`src/rtl/core/trd_pkg.sv`:
```
// ----------------------------------------------------------------------------
// trd_pkg
// Shared types and constants for the TLS record deframer.
// ----------------------------------------------------------------------------
package trd_pkg;

    localparam int unsigned HEADER_BYTES = 5;
    localparam int unsigned POS_W        = 17;
    localparam int unsigned FRAG_W       = 16;
    localparam int unsigned LIMIT_W      = 17;
    localparam int unsigned CFG_W        = 17;

    localparam logic [POS_W-1:0] LEN_HIGH_POS = POS_W'(3);
    localparam logic [POS_W-1:0] LEN_LOW_POS  = POS_W'(4);

    localparam logic [FRAG_W-1:0]  MAX_FRAG_RESET  = 16'd16640;
    localparam logic [LIMIT_W-1:0] BUF_LIMIT_RESET = 17'h1FFFF;

    // configuration register indexes
    localparam logic CFG_MAX_FRAG  = 1'b0;
    localparam logic CFG_BUF_LIMIT = 1'b1;

    typedef enum logic [1:0] {
        ERR_NONE     = 2'd0,
        ERR_FRAGMENT = 2'd1,
        ERR_LIMIT    = 2'd2
    } t_err;

endpackage

```
`src/rtl/core/tls_record_deframer.sv`:
```
// ----------------------------------------------------------------------------
// tls_record_deframer
// Marks record boundaries in a received TLS byte stream.
// Input channel (i_in_valid / o_in_ready) takes one stream byte per item;
// output channel (o_out_valid / i_out_ready) returns the byte with first,
// header and last flags and the sticky error code (0 none, 1 fragment too
// long, 2 buffer limit exceeded). Fragment length is read from header bytes
// 3 and 4, big-endian.
// An accepted byte is output valid in the cycle after accept; throughput is
// one item per cycle while the receiver is ready. The position counter and
// length compare sit between the input port and the output register.
// While the receiver stalls, the output register holds and a new item is
// taken only in a cycle where the held item leaves. Synchronous reset clears
// position, length and error state and restores the limits (max fragment
// 16640, buffer limit 131071); the error code is cleared only by reset.
// The user must write limits via i_cfg_* only while idle; not enforced.
// ----------------------------------------------------------------------------
module tls_record_deframer import trd_pkg::*; (
    input  logic              i_clk,
    input  logic              i_rst_n,
    // configuration
    input  logic              i_cfg_we,
    input  logic              i_cfg_idx,
    input  logic [CFG_W-1:0]  i_cfg_data,
    // input stream
    input  logic              i_in_valid,
    output logic              o_in_ready,
    input  logic [7:0]        i_data_byte,
    // output stream
    output logic              o_out_valid,
    input  logic              i_out_ready,
    output logic [7:0]        o_out_byte,
    output logic              o_first_of_record,
    output logic              o_in_header,
    output logic              o_last_of_record,
    output logic [1:0]        o_error_code
);

    logic [FRAG_W-1:0]  r_max_frag;
    logic [LIMIT_W-1:0] r_buf_limit;

    logic [POS_W-1:0]   r_pos,    n_pos;
    logic [7:0]         r_len_hi;
    logic [FRAG_W-1:0]  r_frag,   n_frag;
    t_err               r_err,    n_err;

    logic               r_out_valid;
    logic [7:0]         r_out_byte;
    logic               r_first, r_hdr, r_last;

    logic               accept;
    logic               hdr, first, last, at_len_lo;
    logic [POS_W:0]     pos_inc;
    logic [POS_W:0]     rec_len;
    logic [POS_W:0]     limit_ext;

    assign o_in_ready = !r_out_valid || i_out_ready;
    assign accept     = i_in_valid && o_in_ready;

    always_comb begin
        hdr       = r_pos < POS_W'(HEADER_BYTES);
        first     = r_pos == '0;
        at_len_lo = r_pos == LEN_LOW_POS;
        pos_inc   = {1'b0, r_pos} + (POS_W+1)'(1);
        limit_ext = {1'b0, r_buf_limit};
        n_frag    = at_len_lo ? {r_len_hi, i_data_byte} : r_frag;
        rec_len   = (POS_W+1)'(HEADER_BYTES) + (POS_W+1)'(n_frag);

        // first error wins; header limit check ranks above the length checks
        n_err = r_err;
        if (r_err == ERR_NONE) begin
            priority if (hdr && pos_inc > limit_ext) begin
                n_err = ERR_LIMIT;
            end else if (at_len_lo && n_frag > r_max_frag) begin
                n_err = ERR_FRAGMENT;
            end else if (at_len_lo && rec_len > limit_ext) begin
                n_err = ERR_LIMIT;
            end else begin
                n_err = r_err;
            end
        end

        last  = (r_pos >= LEN_LOW_POS) && (pos_inc >= rec_len);
        n_pos = last ? '0 : pos_inc[POS_W-1:0];
    end

    // configuration registers
    always_ff @(posedge i_clk) begin
        if (!i_rst_n) begin
            r_max_frag  <= MAX_FRAG_RESET;
            r_buf_limit <= BUF_LIMIT_RESET;
        end else if (i_cfg_we) begin
            unique case (i_cfg_idx)
                CFG_MAX_FRAG:  r_max_frag  <= i_cfg_data[FRAG_W-1:0];
                CFG_BUF_LIMIT: r_buf_limit <= i_cfg_data[LIMIT_W-1:0];
                default:       r_max_frag  <= r_max_frag;
            endcase
        end
    end

    // framing state
    always_ff @(posedge i_clk) begin
        if (!i_rst_n) begin
            r_pos    <= '0;
            r_len_hi <= '0;
            r_frag   <= '0;
            r_err    <= ERR_NONE;
        end else if (accept) begin
            r_pos  <= n_pos;
            r_frag <= n_frag;
            r_err  <= n_err;
            if (r_pos == LEN_HIGH_POS) begin
                r_len_hi <= i_data_byte;
            end
        end
    end

    // output register
    always_ff @(posedge i_clk) begin
        if (!i_rst_n) begin
            r_out_valid <= 1'b0;
        end else if (accept) begin
            r_out_valid <= 1'b1;
        end else if (i_out_ready) begin
            r_out_valid <= 1'b0;
        end
    end

    always_ff @(posedge i_clk) begin
        if (accept) begin
            r_out_byte <= i_data_byte;
            r_first    <= first;
            r_hdr      <= hdr;
            r_last     <= last;
        end
    end

    assign o_out_valid       = r_out_valid;
    assign o_out_byte        = r_out_byte;
    assign o_first_of_record = r_first;
    assign o_in_header       = r_hdr;
    assign o_last_of_record  = r_last;
    assign o_error_code      = r_err;

endmodule

```
`config.mk`:
```
export PLATFORM = sky130hd
export DESIGN_NAME = tls_record_deframer
export DESIGN_NICKNAME = d
export VERILOG_FILES = /design/src/rtl/core/trd_pkg.sv /design/src/rtl/core/tls_record_deframer.sv
export SDC_FILE = /design/constraint.sdc
export NUM_CORES = 1
export LEC_CHECK = 0
export BUFFER_PORTS_ARGS = -buffer_cell sky130_fd_sc_hd__buf_2
export CORE_ASPECT_RATIO = 1.2
export CORE_MARGIN = 2
export CORE_UTILIZATION = 30
export CTS_BUF_LIST = sky130_fd_sc_hd__clkbuf_8
export DETAILED_ROUTE_END_ITERATION = 10
export GPL_ROUTABILITY_DRIVEN = 0
export MAX_ROUTING_LAYER = met4
export PLACE_DENSITY = 0.5
export SYNTH_ARGS = -nofsm -noshare
export SYNTH_HDL_FRONTEND = slang
export SYNTH_SLANG_ARGS = --single-unit
```
`constraint.sdc`:
```
create_clock -name i_clk -period 4.8 [get_ports i_clk]
set_clock_uncertainty 0.2 [all_clocks]
set_input_delay 0.48 -clock i_clk [delete_from_list [all_inputs] [get_ports i_clk]]
set_output_delay 0.48 -clock i_clk [all_outputs]
set_load 0.005 [all_outputs]
```
### Word level (Yosys, flattened, before mapping)

Cells that the tools add are included.

* input port bits: 31
* output and inout port bits: 15
* logic and storage cells: 44
* register bits: 88

* multiplexer cells: 7
* add/subtract/negate cells: 2
* bitwise gates (word level): 1
* order comparisons: 6
* equal/unequal tests: 2
* reductions and logical operators: 15

Operator list (number)
* $add A17 B1 Y18 const B: 1
* $ge A18 B17 Y1: 1
* $gt A18 B17 Y1: 1
* $add A3 B16 Y17 const A: 1
* $eq A17 B2 Y1 const B: 1
* $eq A17 B3 Y1 const B: 1
* $ge A17 B3 Y1 const B: 1
* $gt A17 B17 Y1: 1
* $logic_not A17 Y1: 1
* $lt A17 B3 Y1 const B: 1
* $mux W17: 1
* $gt A16 B16 Y1: 1
* $mux W16: 1
* $mux W2: 3
* $reduce_and A2 Y1: 3
* $logic_and A1 B1 Y1: 5
* $reduce_and A3 Y1: 1
* $reduce_bool A3 Y1: 1
* $logic_not A2 Y1: 1
* $mux W1: 2
* $reduce_bool A2 Y1: 1
* $logic_not A1 Y1: 1
* $logic_or A1 B1 Y1: 1
* $not A1 Y1: 1

### Logic depth before layout (Yosys ltp)

Gate-level depths: netlist of the first run.

* depth after elaboration: 8
* depth in mapped cells: 23

### Worst setup path after synthesis of the first run

Ideal clock, no wire load.

* path type: flip-flop to flip-flop
* from: register r_pos[0]
* to: register r_pos[13]
* path buffers: 3
* clock period less this slack: 4.470 ns
* slack: 0.330 ns
* cell stages (with the launch flop): 23
* arrival: 4.148 ns
* data required time: 4.477 ns
* library setup time: 0.123 ns
* path through: dfxtp_1 > inv_1 > ha_1 > nor4bb_1 > and4_2 > buf_4 > buf_6 > buf_2 > mux2i_1 > inv_1 > ha_1 > nand2b_1 > nand3_2 > a21o_1 > xnor2_1 > ha_1 > and4_1 > nand2_1 > nor2_1 > a211oi_1 > o21ai_2 > nor2_4 > a221o_2

* word-level cells in the longest chain between the ends: 6

Ends and longest elaborated chain
* start, declared: line tls_record_deframer.sv:42 `logic [POS_W-1:0] r_pos, n_pos;`
* start signal, assigned: line tls_record_deframer.sv:109 `r_pos <= n_pos;`
* $eq A17 B3 Y1: line tls_record_deframer.sv:63 `at_len_lo = r_pos == LEN_LOW_POS;`
* $mux W16: line tls_record_deframer.sv:66 `n_frag = at_len_lo ? {r_len_hi, i_data_byte} : r_frag;`
* net n_frag[0]: line tls_record_deframer.sv:44 `logic [FRAG_W-1:0] r_frag, n_frag;`
* $add A3 B16 Y17: line tls_record_deframer.sv:67 `rec_len = (POS_W+1)'(HEADER_BYTES) + (POS_W+1)'(n_frag);`
* $ge A18 B17 Y1: line tls_record_deframer.sv:83 `last = (r_pos >= LEN_LOW_POS) && (pos_inc >= rec_len);`
* $logic_and A1 B1 Y1: line tls_record_deframer.sv:83
* $mux W17: line tls_record_deframer.sv:84 `n_pos = last ? '0 : pos_inc[POS_W-1:0];`

The timed path passes the listed nets, and every way through them passes these cells.
A chain may end at the register's enable or synchronous reset.

### Final worst setup path of the first run

* from: register r_pos[0]
* to: register r_pos[13]

* word-level cells in the longest chain between the ends: 6

Ends and longest elaborated chain (line)
* $eq A17 B3 Y1: tls_record_deframer.sv:63
* $mux W16: tls_record_deframer.sv:66
* $add A3 B16 Y17: tls_record_deframer.sv:67
* $ge A18 B17 Y1: tls_record_deframer.sv:83
* $logic_and A1 B1 Y1: tls_record_deframer.sv:83
* $mux W17 *: tls_record_deframer.sv:84

Every way passes the cells marked *; elsewhere a longest branch is shown, timed or not.

==> results.cfg, run 1 <==
[outcome]
outcome = finished clean

[logic_synthesis]
syn-cell-area_um2 = 5850
synth_commonest_cells = nand2_1 (95), dfxtp_1 (77), ha_1 (69), inv_1 (62), xnor2_1 (28)
synth_top_area_cell = dfxtp_1
synth_compound_area_frac = 0.177
yosysMostFrequentCell = nand2_1
ys_ff_latch = 88
synth.area.top_cells = dfxtp_1 (26%), ha_1 (15%), nand2_1 (6.1%)
yosysUniqueCellTypes = 57
netlist_instances = 677
synth_adder_area_share = 0.149
synth_ff_type = dfxtp_1
syn-num-nets = 777
muxShareOfSynthArea = 0.0445
synth_top_family_by_area = simple AND/OR/NAND/NOR gates
synth-simple-area-share = 0.190
yosysSeqAreaShare = 0.320
synthArstFlopShare = 0
yosys_warnings = 0
synth.avg_cell_area_um2 = 8.65
synthDominantCellAreaShare = 0.263
synth_edf_count = 11
synth_xor_xnor_area_share = 0.0524

[worst_setup_path]
end_kind = flop
critPathKind = flop to flop
crit_chain = inv_1 > ha_1 > nor4bb_1 > and4_2 > buf_4 > mux2i_2 > nand2b_1 > nand3_2 > a21o_1 > xnor2_1 > ha_1 > and4_1 > nand2_1 > nor2_1 > a211oi_1 > o21ai_2 > nor2_4 > buf_12 > a221o_2
ff2ff_path_depth = 19
worstReg2RegEnd = r_pos[13]
path_common_cell = ha_1
cp.required_ns = 4.86
cp_max_fo = 16
slowest_delay_ns = 0.42
slowest_stage = mux2i_2
crit_arrival_ns = 4.57
r2r_slack_ns = 0.29
setup.worst_path.start_class = flop
worstReg2RegStart = r_pos[0]

[timing]
setup_tns_ns = 0
period_needed_ns = 4.51
fin_ws_ns = 0.291
relSlewSlack = 0.121
fin_crit_sh = 0.939
hold_violations = 0
finalMaxSlewViolations = 0
fmax_mhz = 222
rsz0062_at_grt = no
worst_pin_slew_ns = 1.32
setup_viol = 0

[detailed_routing]
dr.pass1.iters = 5
ant_nets = 0
vias = 4925
wl_per_cell_um = 16.9
first_iter_violations = 257
drt-total-wl_mm = 16.5
drc = 0
avgViaCountPerCell = 5.03

[cts]
clk_pin_slew_ns = 0.09
root_buffer = clkbuf_8
cts_buffers = 9
insertion_delay_ns = 0.38
ctsHoldBuffers = 0
htreeDepth = 3
clkSinkCount = 88
tritoncts = done
clockBufferDepth = 2

[finish]
diodes = 0
finish.utilization = 0.347
syn_to_final_growth_pct = 12.5
fin_nets = 819
drive_gt1_frac = 0.123

[power_and_ir_drop]
power_leakage_nw = 3.08
p_per_area_nw_per_um2 = 243
ir_worst_vdd_mv = 0.115

[floorplan]
ios = 46
dieArea_um2 = 20600
start_util = 0.308
rows = 55
core_um2 = 19000
die_height_um = 157
die_w_um = 132

[worst_hold_path]
hold_end = o_out_byte[5]
hold_path_startpoint = i_data_byte[5]
hold_class = input pin to flop
hold_path_depth = 1

[global_route]
grt_pass1_vias = 4923
grt-ovfl-total = 0
grt_usage = 0.171
antenna_found_initial = 0
grt_first_pass_wirelength_mm = 26.7
grt_max_degree = 46

[placed_design]
dpl.hpwl_mm = 13.1
port_buffers = 45
place_ws_ns = 0.171

[job]
cap_violations = 0
==> per-stage QoR <==
stage / cells / hold slack (ns) / power, W / instance area [um2]
final: 980 / 0.128 / 0.00160 / 6580
after global placement: 962 / 0.255 / 0.00109 / 6360
after CTS: 978 / 0.103 / 0.00162 / 6550
after floorplan: 677 / 0.243 / 0.000993 / 5850
after detailed placement: 962 / 0.259 / 0.00109 / 6360
after global routing: 980 / 0.103 / 0.00169 / 6580
==> registers in the layout, indices dropped and copies added (netlist names) <==
register	cells
o_error_code	2
r_max_frag	16
r_buf_limit	17
o_out_valid	1
o_out_byte	8
o_first_of_record	1
r_pos	17
r_frag	16
o_in_header	1
r_len_hi	8
o_last_of_record	1
==> power by group <==
| group | switching (W) | internal, W | leakage (nW) |
|---|---|---|---|
| Combinational | 0.000170 | 0.000111 | 2.24 |
| Sequential | 0.0000184 | 0.000778 | 0.733 |
| Clock | 0.000270 | 0.000250 | 0.110 |
| Total | 0.000459 | 0.00114 | 3.08 |
==> layout make-up <==
| type | instances | area, um2 |
|---|---|---|
| tap | 256 | 320 |
| fill | 2016 | 12400 |
| multi-input combinational | 495 | 3590 |
| sequential | 88 | 1870 |
| clock inverter | 6 | 55.1 |
| inverter | 62 | 233 |
| timing repair buffer | 63 | 373 |
| clock buffer | 10 | 138 |
==> cell families after synthesis <==
| kind of cell | after synthesis |
|---|---|
| fa+ha+maj | 70 |
| buf+inv | 94 |
| simple gates | 224 |
| compound gates | 140 |
| mux | 26 |
| flops | 88 |
| xor+xnor | 35 |
==> routing by layer <==
metal | track usage | up-vias | wire length, um
met3 | 0.0283 | 18 | 499
li1 | - | 2473 | -
met2 | 0.289 | 81 | 7930
met5 | - | - | 0
met4 | 0.0518 | 0 | 340
met1 | 0.209 | 2353 | 7750
==> placed cells by master, fill, tap and decap left out, drive strengths merged, types with 2 or more instances in the layout <==
master | Yosys | final
o21a | 2 | 2
a2111oi | 2 | 2
o21ai | 15 | 15
or2 | 4 | 4
nor2 | 29 | 29
a211oi | 4 | 4
a22o | 10 | 10
o31ai | 2 | 2
nor4 | 6 | 6
xnor2 | 28 | 28
nand4 | 18 | 18
clkinv | 0 | 2
nor2b | 20 | 20
mux2i | 26 | 26
inv | 62 | 65
nand2 | 95 | 95
nand4b | 3 | 3
o2111ai | 2 | 2
ha | 69 | 69
nand2b | 6 | 6
dfxtp | 77 | 77
and4 | 8 | 8
and2 | 6 | 6
buf | 12 | 63
clkbuf | 20 | 10
a221o | 6 | 6
a41oi | 2 | 2
edfxtp | 11 | 11
and3 | 4 | 4
a21o | 10 | 10
o211ai | 22 | 22
a21boi | 16 | 16
o211a | 15 | 15
nand3 | 22 | 22
a21oi | 27 | 27
xor2 | 7 | 7
==> how the worst max path moves through the flow <==
stage | slack (ns) | depth (start not counted) | start | to
2_1_floorplan | 0.33 | 22 | r_pos[0] | r_pos[13]
3_3_place_gp | 0.30 | 16 | r_pos[13] | r_pos[13]
3_5_place_dp | 0.17 | 18 | r_pos[0] | r_pos[2]
4_1_cts | 0.16 | 18 | r_pos[0] | r_pos[2]
5_1_grt | 0.05 | 19 | r_pos[0] | r_pos[13]
6_report | 0.29 | 19 | r_pos[0] | r_pos[13]
==> critical path, delay by kind of cell (launching register included) <==
kind,cells,cell delay [ns]
flops,1,0.40
mux,1,0.42
compound gates,4,0.85
buf+inv,3,0.46
xor+xnor,1,0.08
fa+ha+maj,2,0.50
simple gates,8,1.51
==> what timing repair did <==
item | in CTS | in global routing
setup endpoints to repair | 0 | 19
setup buffers | 0 | 2
gates resized for setup | 0 | 1
Power figures use the tool's default switching activity.
==> run 2: changes to the inputs <==
Clock period 4.8 ns to 3.7 ns, I/O delays scaled along.
==> run 2 against run 1 <==
  * The run now ends with negative setup slack left
  * Wire length is 8.6% higher
  * Cell count grew 9.8%
  * Utilization up 6.1 points
  * Sequential power grew 29%
  * Design area up 18%
  * Critical endpoint unchanged
  * Highest routed layer unchanged
==> results.cfg, run 2 (synthesis gave the netlist of run 1 again) <==
[worst_setup_path]
setup.worst_path.start_class = flop
cp_max_fo = 8
cp.required_ns = 3.85
worstReg2RegStart = r_pos[16]
end_kind = flop
slowest_stage = mux2i_1
worstReg2RegEnd = r_pos[13]
critPathKind = flop to flop
crit_arrival_ns = 4.10
r2r_slack_ns = -0.26
ff2ff_path_depth = 18
crit_chain = nor4_2 > buf_4 > and4_4 > mux2i_1 > buf_4 > inv_1 > nand3_4 > buf_4 > xnor2_2 > inv_1 > ha_1 > and4_4 > buf_6 > a211oi_4 > o21ai_4 > buf_12 > a2111oi_2 > a221o_2
path_common_cell = buf_4
slowest_delay_ns = 0.35

[finish]
final_cell_mix = buf_4 (99), nand2_1 (91), dfxtp_1 (73), ha_1 (64), inv_1 (59)
syn_to_final_growth_pct = 32.3
reg.largest.list = r_buf_limit: 17 flops, r_pos: 17 flops
fin_cells = 1076
mostFrequentLayoutCell = buf_4
fin_nets = 914
finish.utilization = 0.408
drive_gt1_frac = 0.280

[job]
cap_violations = 0

[timing]
relSlewSlack = 0.277
fin_crit_sh = 1.07
fmax_mhz = 253
rsz0062_at_grt = yes
hold_violations = 0
finalMaxSlewViolations = 0
fin_ws_ns = -0.257
period_needed_ns = 3.96
worst_pin_slew_ns = 1.08
setup_viol = 19
setup_tns_ns = -4.12

[cts]
clockBufferDepth = 2
tritoncts = done
clkSinkCount = 88
htreeDepth = 3
insertion_delay_ns = 0.39
clk_pin_slew_ns = 0.10
cts_buffers = 9
root_buffer = clkbuf_8

[worst_hold_path]
hold_path_depth = 3
hold_path_startpoint = i_cfg_data[13]
hold_class = input pin to flop
hold_end = r_buf_limit[13]

[power_and_ir_drop]
ir_worst_vdd_mv = 0.227
pwr-share-clk = 0.376
p_per_area_nw_per_um2 = 308
p_switching_w = 0.000649
swShare = 0.272
internal-power_w = 0.00173
combPwrFrac = 0.192
power_leakage_nw = 3.69
seq_power_share = 0.433

[placed_design]
place_ws_ns = -0.473
placedCellCount = 1046
dpl.hpwl_mm = 14.1
port_buffers = 45

[detailed_routing]
drc = 0
avgViaCountPerCell = 4.97
first_iter_violations = 272
ant_nets = 0
drt-total-wl_mm = 17.9
wl_per_cell_um = 16.7
vias = 5348
dr.pass1.iters = 4

[global_route]
grt_usage = 0.181
grt_pass1_vias = 5450
grt_max_degree = 42
grt-ovfl-total = 0
grt_first_pass_wirelength_mm = 28.6
antenna_found_initial = 0

[outcome]
violations = negative setup slack
outcome = complete, but fails checks

[floorplan]
die_height_um = 157
ios = 46
start_util = 0.308
rows = 55
dieArea_um2 = 20600
die_w_um = 132
core_um2 = 19000
## run 2: changes by cell type in the layout (fill, tap and decap cells not counted), sizes merged
cell and delta:
clkbuf -1, dlygate4sd3 +2, diode +1, buf +92
bufinv +3, nor2 +1, inv -2
## run 2: timing repair
item | in CTS | in global routing
cloned | 1 | 0
gates resized for setup | 38 | 19
pin swaps | 22 | 24
setup buffers | 10 | 1
endpoints found under the hold margin | 2 | 0
hold buffers | 2 | 0
endpoints found under the setup margin | 20 | 20
## run 2: power groups by stage
stage                     Clock [W]  Combinational (W)  Sequential [W]
after floorplan                   0           0.000246         0.00105
after global placement            0           0.000412         0.00105
after detailed placement          0           0.000422         0.00105
after CTS                  0.000921           0.000452         0.00103
after global routing       0.000961           0.000507         0.00104
final                      0.000895           0.000457         0.00103
## run 2: cell type report
type	instances	area [um2]
diodes	1	2.50
clock buffers	9	124
clock inverters	7	141
fillers	1955	11300
inverters	62	233
multi-input cells	496	3920
flip-flops and latches	88	1880
well taps	256	320
repair buffers	157	1120
## run 2: critical path: cells and delay by family (launching register included)
kind            cells  cell delay [ns]
compound gates      4             0.79
mux                 1             0.35
fa+ha+maj           1             0.29
simple gates        4             0.91
flops               1             0.33
buf+inv             7             0.91
xor+xnor            1             0.11
## run 2: stage by stage
stage	total power, W	instance area, um2	hold slack [ns]
finish	0.00238	7740	0.0255
global route	0.00250	7740	0.0137
CTS	0.00240	7640	0.00114
detailed placement	0.00148	7100	0.260
global placement	0.00146	7100	0.257
floorplan	0.00130	5990	0.243
## run 2: per-layer routing
layer	share of wire	vias up	global-route usage
li1	-	2670	-
met1	0.45	2565	0.212
met2	0.50	88	0.314
met3	0.026	25	0.0267
met4	0.026	0	0.0745
met5	0	-	-
## run 2: how the worst max path moves through the flow
stage / depth (start not counted) / to / from / slack (ns)
floorplan: 22 / r_pos[13] / r_pos[0] / -0.24
global placement: 19 / r_pos[9] / r_pos[15] / -0.41
detailed placement: 18 / r_pos[5] / r_pos[15] / -0.47
CTS: 19 / o_error_code[1] / r_pos[5] / -0.23
global route: 17 / r_pos[13] / r_pos[16] / -0.39
finish: 18 / r_pos[13] / r_pos[16] / -0.26
==> run 3: changes to the inputs <==
==> constraint.sdc (replaced) <==
create_clock -name i_clk -period 3.7 [get_ports i_clk]
set_clock_uncertainty 0.2 [all_clocks]
set_input_delay 0.555 -clock i_clk [delete_from_list [all_inputs] [get_ports i_clk]]
set_output_delay 0.555 -clock i_clk [all_outputs]
set_load 0.05 [all_outputs]
==> run 3 against run 2 <==
  * The run still ends with negative setup slack left
  * Clock power shrank 18%
  * Maximum frequency shrank 2.4%
  * Non-clock buffer count is the same
  * Utilization grew 0.16 points
  * Combinational power grew 6.6%
  * Hold slack gained 0.19 ns
  * Design area grew 0.40%
  * Largest power group unchanged
==> results.cfg, run 3 (synthesis gave the netlist of run 1 again) <==
[outcome]
outcome = complete, but fails checks
violations = negative setup slack

[global_route]
grt_first_pass_wirelength_mm = 28.8
use_met2 = 0.322
busiest_layer = met2
use_met1 = 0.212
grt-ovfl-total = 0
grt_pass1_vias = 5454
grt_max_degree = 48
grtUsageMet3 = 0.0274
antenna_found_initial = 0
grt_usage = 0.183

[timing]
fin_crit_sh = 1.10
fin_ws_ns = -0.354
setup_tns_ns = -5.90
worst_pin_slew_ns = 1.14
hold_violations = 0
finalMaxSlewViolations = 0
rsz0062_at_grt = yes
setup_viol = 19
period_needed_ns = 4.05
relSlewSlack = 0.237
fmax_mhz = 247

[worst_setup_path]
cp_max_fo = 7
slowest_stage = dfxtp_2
crit_family = simple AND/OR/NAND/NOR gates
crit_arrival_ns = 4.18
crit_chain = nor4_4 > nand4_1 > nor2_2 > nand2_1 > nand2_2 > ha_4 > nand2b_4 > nand3_4 > buf_6 > a21o_1 > xnor2_2 > ha_1 > a21oi_2 > o21ai_1 > a41oi_2 > o21ai_4 > buf_12 > nor2_4 > buf_6 > a22o_1
cp.required_ns = 3.83
end_kind = flop
slowest_delay_ns = 0.34
path_buf_inv = 3
path_common_cell = buf_6
setup.worst_path.start_class = flop
critPathKind = flop to flop

[finish]
reg.largest.list = r_buf_limit: 17 flops, r_pos: 17 flops
fin_area_um2 = 7770
final_cell_mix = buf_4 (102), nand2_1 (92), dfxtp_1 (73), ha_1 (65), inv_1 (59)
finish.utilization = 0.409
seq_area_um2 = 1880
drive_gt1_frac = 0.298
mostFrequentLayoutCell = buf_4
multi_input_area_um2 = 4010
fill_cells = 1965
diodes = 0
syn_to_final_growth_pct = 32.8
fin_nets = 914

[placed_design]
port_buffers = 45
dpl.hpwl_mm = 14.1
dpl_cell_area_um2 = 7100
place_ws_ns = -0.466

[detailed_routing]
drt-total-wl_mm = 18.0
avgViaCountPerCell = 4.99
dr.pass1.iters = 5
ant_nets = 0
first_iter_violations = 294
drc = 0
wl_per_cell_um = 16.8
vias = 5363

[floorplan]
rows = 55
dieArea_um2 = 20600
ios = 46
die_height_um = 157
die_w_um = 132
core_um2 = 19000
start_util = 0.308

[power_and_ir_drop]
power_leakage_nw = 3.70
ir_worst_vdd_mv = 0.149
power.total_w = 0.00226
p_per_area_nw_per_um2 = 290

[cts]
clkSinkCount = 88
tritoncts = done
insertion_delay_ns = 0.38
clk_pin_slew_ns = 0.09
htreeDepth = 3
clockBufferDepth = 2
cts_buffers = 9
root_buffer = clkbuf_8

[job]
cap_violations = 0

[worst_hold_path]
hold_class = input pin to flop
## run 3: cell count changes in the layout (fill, tap and decap cells not counted), moves of 3 or more
cell / before / now
mux2i_1: 23 / 19
buf_4: 99 / 102
xnor2_2: 5 / 12
nor2_2: 2 / 10
nor2_1: 25 / 18
xnor2_1: 22 / 16
## run 3: metal layers
layer / share of wire / routed length [um]
met5: 0 / 0
met4: 0.024 / 433
met3: 0.031 / 554
met2: 0.51 / 9150
met1: 0.44 / 7890
## run 3: layout make-up
class,count,area share
multi-input cells,496,0.516
flip-flops and latches,88,0.242
repair buffers,157,0.144
well taps,256,0.0412
inverters,62,0.0299
clock buffers,9,0.0159
clock inverters,7,0.0113
## run 3: report_power, final
part | leakage, nW | switching, W | internal (W)
Combinational | 2.86 | 0.000278 | 0.000209
Clock | 0.106 | 0.000362 | 0.000375
Sequential | 0.735 | 0.0000241 | 0.00101
## run 3: final timing paths
path / from / endpoint / slack (ns) / depth (start not counted)
worst max register to register: r_pos[12] / r_pos[9] / -0.35 / 20
worst max-delay path: r_pos[12] / r_pos[9] / -0.35 / 20
worst min register to register: r_max_frag[6] / r_max_frag[6] / 0.27 / 2
worst min-delay path: i_cfg_data[6] / r_buf_limit[6] / 0.21 / 3
## run 3: tightest hold or removal path: stages
cell	delay [ns]
buf_2	0.08
nand2_1	0.05
o211ai_1	0.08
## run 3: stage by stage
step	hold slack, ns	cells
global route	0.203	1075
global placement	0.258	1046
floorplan	0.243	677
detailed placement	0.261	1046
finish	0.212	1075
CTS	0.191	1072
## run 3: what timing repair did
item | CTS | global route
hold buffers | 0 | 0
setup endpoints to repair | 20 | 20
setup buffers | 9 | 5
pin swaps | 24 | 28
gates resized for setup | 40 | 33
hold endpoints to repair | 0 | 0
gates cloned | 1 | 0
